==> config.mk <==
export PLATFORM = sky130hd
export DESIGN_NAME = lrpa_mac
export DESIGN_NICKNAME = d
export VERILOG_FILES = /design/src/hw/rtl/lrpa_pkg.sv /design/src/hw/rtl/lrpa_mac.sv
export SDC_FILE = /design/constraint.sdc
export NUM_CORES = 2
export LEC_CHECK = 0
export BUFFER_PORTS_ARGS = -buffer_cell sky130_fd_sc_hd__buf_4
export CAP_MARGIN = 10
export CORE_MARGIN = 2
export CORE_UTILIZATION = 42
export CTS_CLUSTER_DIAMETER = 30
export DETAILED_ROUTE_END_ITERATION = 10
export PLACE_DENSITY = 0.62
export SKIP_LAST_GASP = 1
export SYNTH_ARGS = -nofsm -noshare
export SYNTH_HDL_FRONTEND = slang
export SYNTH_SLANG_ARGS = --single-unit
==> constraint.sdc <==
create_clock -name clk_i -period 21.1 [get_ports clk_i]
set_input_delay 4.22 -clock clk_i [delete_from_list [all_inputs] [get_ports clk_i]]
set_output_delay 4.22 -clock clk_i [all_outputs]
set_load 0.05 [all_outputs]
==> src/hw/rtl/lrpa_pkg.sv <==
// Shared constants and helpers for the low-rank potential apply unit.
`default_nettype none
package lrpa_pkg;
  localparam int unsigned MaxGrid = 64;
  localparam int unsigned MaxRank = 32;
  localparam int unsigned GridW = $clog2(MaxGrid);
  localparam int unsigned RankW = $clog2(MaxRank);
  localparam int unsigned AddrW = GridW + RankW;

  localparam logic [1:0] OpLoadBasis = 2'd0;
  localparam logic [1:0] OpLoadEigen = 2'd1;
  localparam logic [1:0] OpPair      = 2'd2;

  localparam logic [0:0] CfgRank = 1'd0;
  localparam logic [0:0] CfgGrid = 1'd1;

  function automatic logic signed [31:0] sat32(input logic signed [49:0] v);
    logic signed [49:0] hi;
    logic signed [49:0] lo;
    hi = 50'sd2147483647;
    lo = -50'sd2147483648;
    if (v > hi) sat32 = 32'sh7fffffff;
    else if (v < lo) sat32 = 32'sh80000000;
    else sat32 = v[31:0];
  endfunction
endpackage
`default_nettype wire

==> src/hw/rtl/lrpa_mac.sv <==
// Shared signed multiplier with floor rescale by 2^14, registered.
`default_nettype none
module lrpa_mac
  import lrpa_pkg::*;
(
  input  wire logic               clk_i,
  input  wire logic signed [31:0] a_i,
  input  wire logic signed [17:0] b_i,
  output logic signed [49:0]      p_o
);
  logic signed [49:0] prod;
  assign prod = 50'(a_i * b_i);
  always_ff @(posedge clk_i) begin
    p_o <= prod >>> 14;
  end
endmodule
`default_nettype wire
==> impl_metrics.yaml <==
detailed_routing:
  vias: 14210
  drc_errors: 0
  routed_wl_um: 51780
  wl_per_cell_um: 18.21
  first_pass_iters: 7
  postRouteAntennaNets: 0
  viasPerCell: 4.996
  drt_iter0_drc: 685
setup_path:
  cpMostUsedCell: "fa_1"
  cp-startpoint: "b_i[9]"
  crit_fanout: 32
  max_stage_delay_ps: 820
  cp_data_arrival_time_ps: 11010
  criticalPathCategory: "in -> reg"
  cp_slowest_cell: "o21ai_0"
  worst_ep_required_time_ps: 21300
  start_kind: "input pin"
  end_kind: "flip-flop"
  cp_cell_sequence: "buf_4 > nand2_1 > fa_1 > inv_1 > fa_1 > inv_1 > fa_1 > inv_1 > fa_1 > fa_1 > inv_1 > fa_1 > inv_1 > ha_1 > o21ai_0 > o21ai_0 > a21boi_0 > o21ai_0 > nor2_2 > o311ai_4 > a2111oi_2 > nand4bb_1"
floorplan:
  initial_core_util: 0.4254
  dieWidth_um: 223.7
  core-area_um2: 47650
  dieHeight_um: 223.7
  pin_count: 101
  die_area_um2: 50030
  rows: 80
timing:
  tightest_slew_ps: 1009
  maxSlewViolCount: 0
  hold_violations: 0
  setup_viol: 0
  setup_tns_ps: 0
  maxSlewHeadroom: 0.3205
  rsz0062_at_grt: "no"
  finalCritPeriodShare: 0.5127
  layout_min_cycle_time_ps: 10820
  max_freq_mhz: 92.45
logic_synthesis:
  syn-num-nets: 2954
  syn-mean-instance-area_um2: 9.069
  ys_seq_area_frac: 0.03556
  synth_enable_flop_cells: 0
  synth-seq-cells: 36
  async_flop_share: 0
  synth_cells: 2235
  ys_types: 63
  synth_ff_type: "dfxtp_1"
  syn-cell-area_um2: 20270
  yosys_warnings: 0
layout:
  fin_util: 0.4503
  top_register: "p_o"
  reg_top3: "p_o (36)"
  area_growth_syn_to_layout_pct: 5.864
  final_nets: 2946
  post_route_cells_drive_above_1_share: 0.05431
  largest_register_ffs: 36
  fillCellCount: 4623
cts:
  post_cts_buffers: 0
  cts_buffers: 5
  cts_tree: "built"
  htree_levels: 2
  clock-sinks: 36
  clk_path_buf_depth: 2
  ctsResizeCount: 0
  cts-root-buf: "clkbuf_16"
  holdBufCountCts: 0
  clk_pin_slew_worst_paths_ps: 70
hold_path:
  hold_class: "reg -> out"
  min_to: "p_o[5]"
  hp-start: "p_o[5]$_DFF_P_"
  whs_path_depth: 1
placement:
  dp_hpwl_um: 42210
  finalWeightedCongestion: 0.8607
  portBuffers: 100
status:
  status: "complete, no violations"
global_route:
  track_usage: 0.2247
  grt_pass1_wl_um: 86730
  grt_pass1_vias: 16470
  antenna_found_initial: 2
  grt-ovfl-total: 0
  grt_max_degree: 33
run:
  maxCapViolCount: 0
critical path: cells and delay by family:
family / cells / cell delay (ps)
and+or+nand+nor: 3 / 610
adders and majority gates: 7 / 3340
AOI/OAI and AO/OA: 6 / 2170
buffers and inverters: 6 / 640
synthesized netlist by cell type (5+ instances only):
library cell,instances,area share
a21oi_1,26,0.0064
nor2_1,43,0.0080
nand3_1,10,0.0025
a211oi_1,7,0.0026
nand2_1,337,0.062
and2_1,227,0.070
nor3_1,12,0.0030
xor2_1,10,0.0043
nand2b_1,11,0.0034
nand4_1,5,0.0015
fa_1,552,0.55
buf_4,14,0.0052
a31oi_1,5,0.0015
nor2b_1,5,0.0015
ha_1,116,0.072
dfxtp_1,36,0.036
inv_1,607,0.11
o21ai_0,24,0.0059
xnor2_1,29,0.013
clkbuf_1,101,0.019
cell type report:
cell class,count,area (µm²),share of cell area
Multi-Input combinational cell,1474,16770,0.7817
Inverter,608,2282,0.1064
Tap cell,615,769.5,0.03586
Timing Repair Buffer,102,765.7,0.03569
Sequential cell,36,720.7,0.03359
Clock buffer,5,125.1,0.005831
Clock inverter,3,18.77,0.0008747
Antenna cell,1,2.502,0.0001166
placed cells by master (no fill, tap or decap), drive strengths merged, types with 3 or more instances in the layout:
cell type,instances
o311ai,3
clkbuf,5
nand4,5
a31oi,5
a211oi,8
o21ai,25
nor2,44
nor2b,5
and2,227
fa,552
inv,607
xor2,10
xnor2,29
dfxtp,36
o31ai,4
a21oi,28
ha,116
nand3,10
nand2b,11
nand2,337
a21o,3
clkinv,4
nor3,12
and3,4
buf,102
through the flow:
step           worst slack (ps)  instance area (µm²)  std cells  hold slack (ps)
6_report                  10280                21460       2844             5014
3_5_place_dp               9994                21310       2835             4673
2_1_floorplan             10990                20270       2235             4660
3_3_place_gp              10130                21310       2835             4677
5_1_grt                    9991                21460       2844             5036
4_1_cts                   10300                21450       2843             5029
cells by family (layout without fill, tap and decap cells):
family	after synthesis	in the layout	synth area share
adder cells (fa/ha/maj)	668	668	0.6168
multiplexers	1	1	0.0005556
flip-flops	36	36	0.03556
AND/OR/NAND/NOR	664	664	0.1575
AO/OA/AOI/OAI	102	102	0.03574
buffers and inverters	725	718	0.1369
XOR/XNOR	39	39	0.01685
other	0	1	0
metal layers:
layer	vias to the layer above	routed length [µm]	track usage	share of wire
met5	-	0	0	0
met4	0	1632	0.07419	0.032
met3	105	2541	0.03069	0.049
met2	356	26720	0.4028	0.52
met1	7441	20890	0.2798	0.40
li1	6306	-	-	-
worst max path at each step:
stage	to	slack, ps	depth (start not counted)
finish	p_o[25]$_DFF_P_	10280	22
global route	p_o[28]$_DFF_P_	9990	22
CTS	p_o[25]$_DFF_P_	10300	22
detailed placement	p_o[25]$_DFF_P_	9990	22
global placement	p_o[35]$_DFF_P_	10130	22
floorplan	p_o[35]$_DFF_P_	10990	22
Power is left out: the tool's default activity adds up to more than one toggle a clock period on the data nets, which glitch-free logic cannot reach.
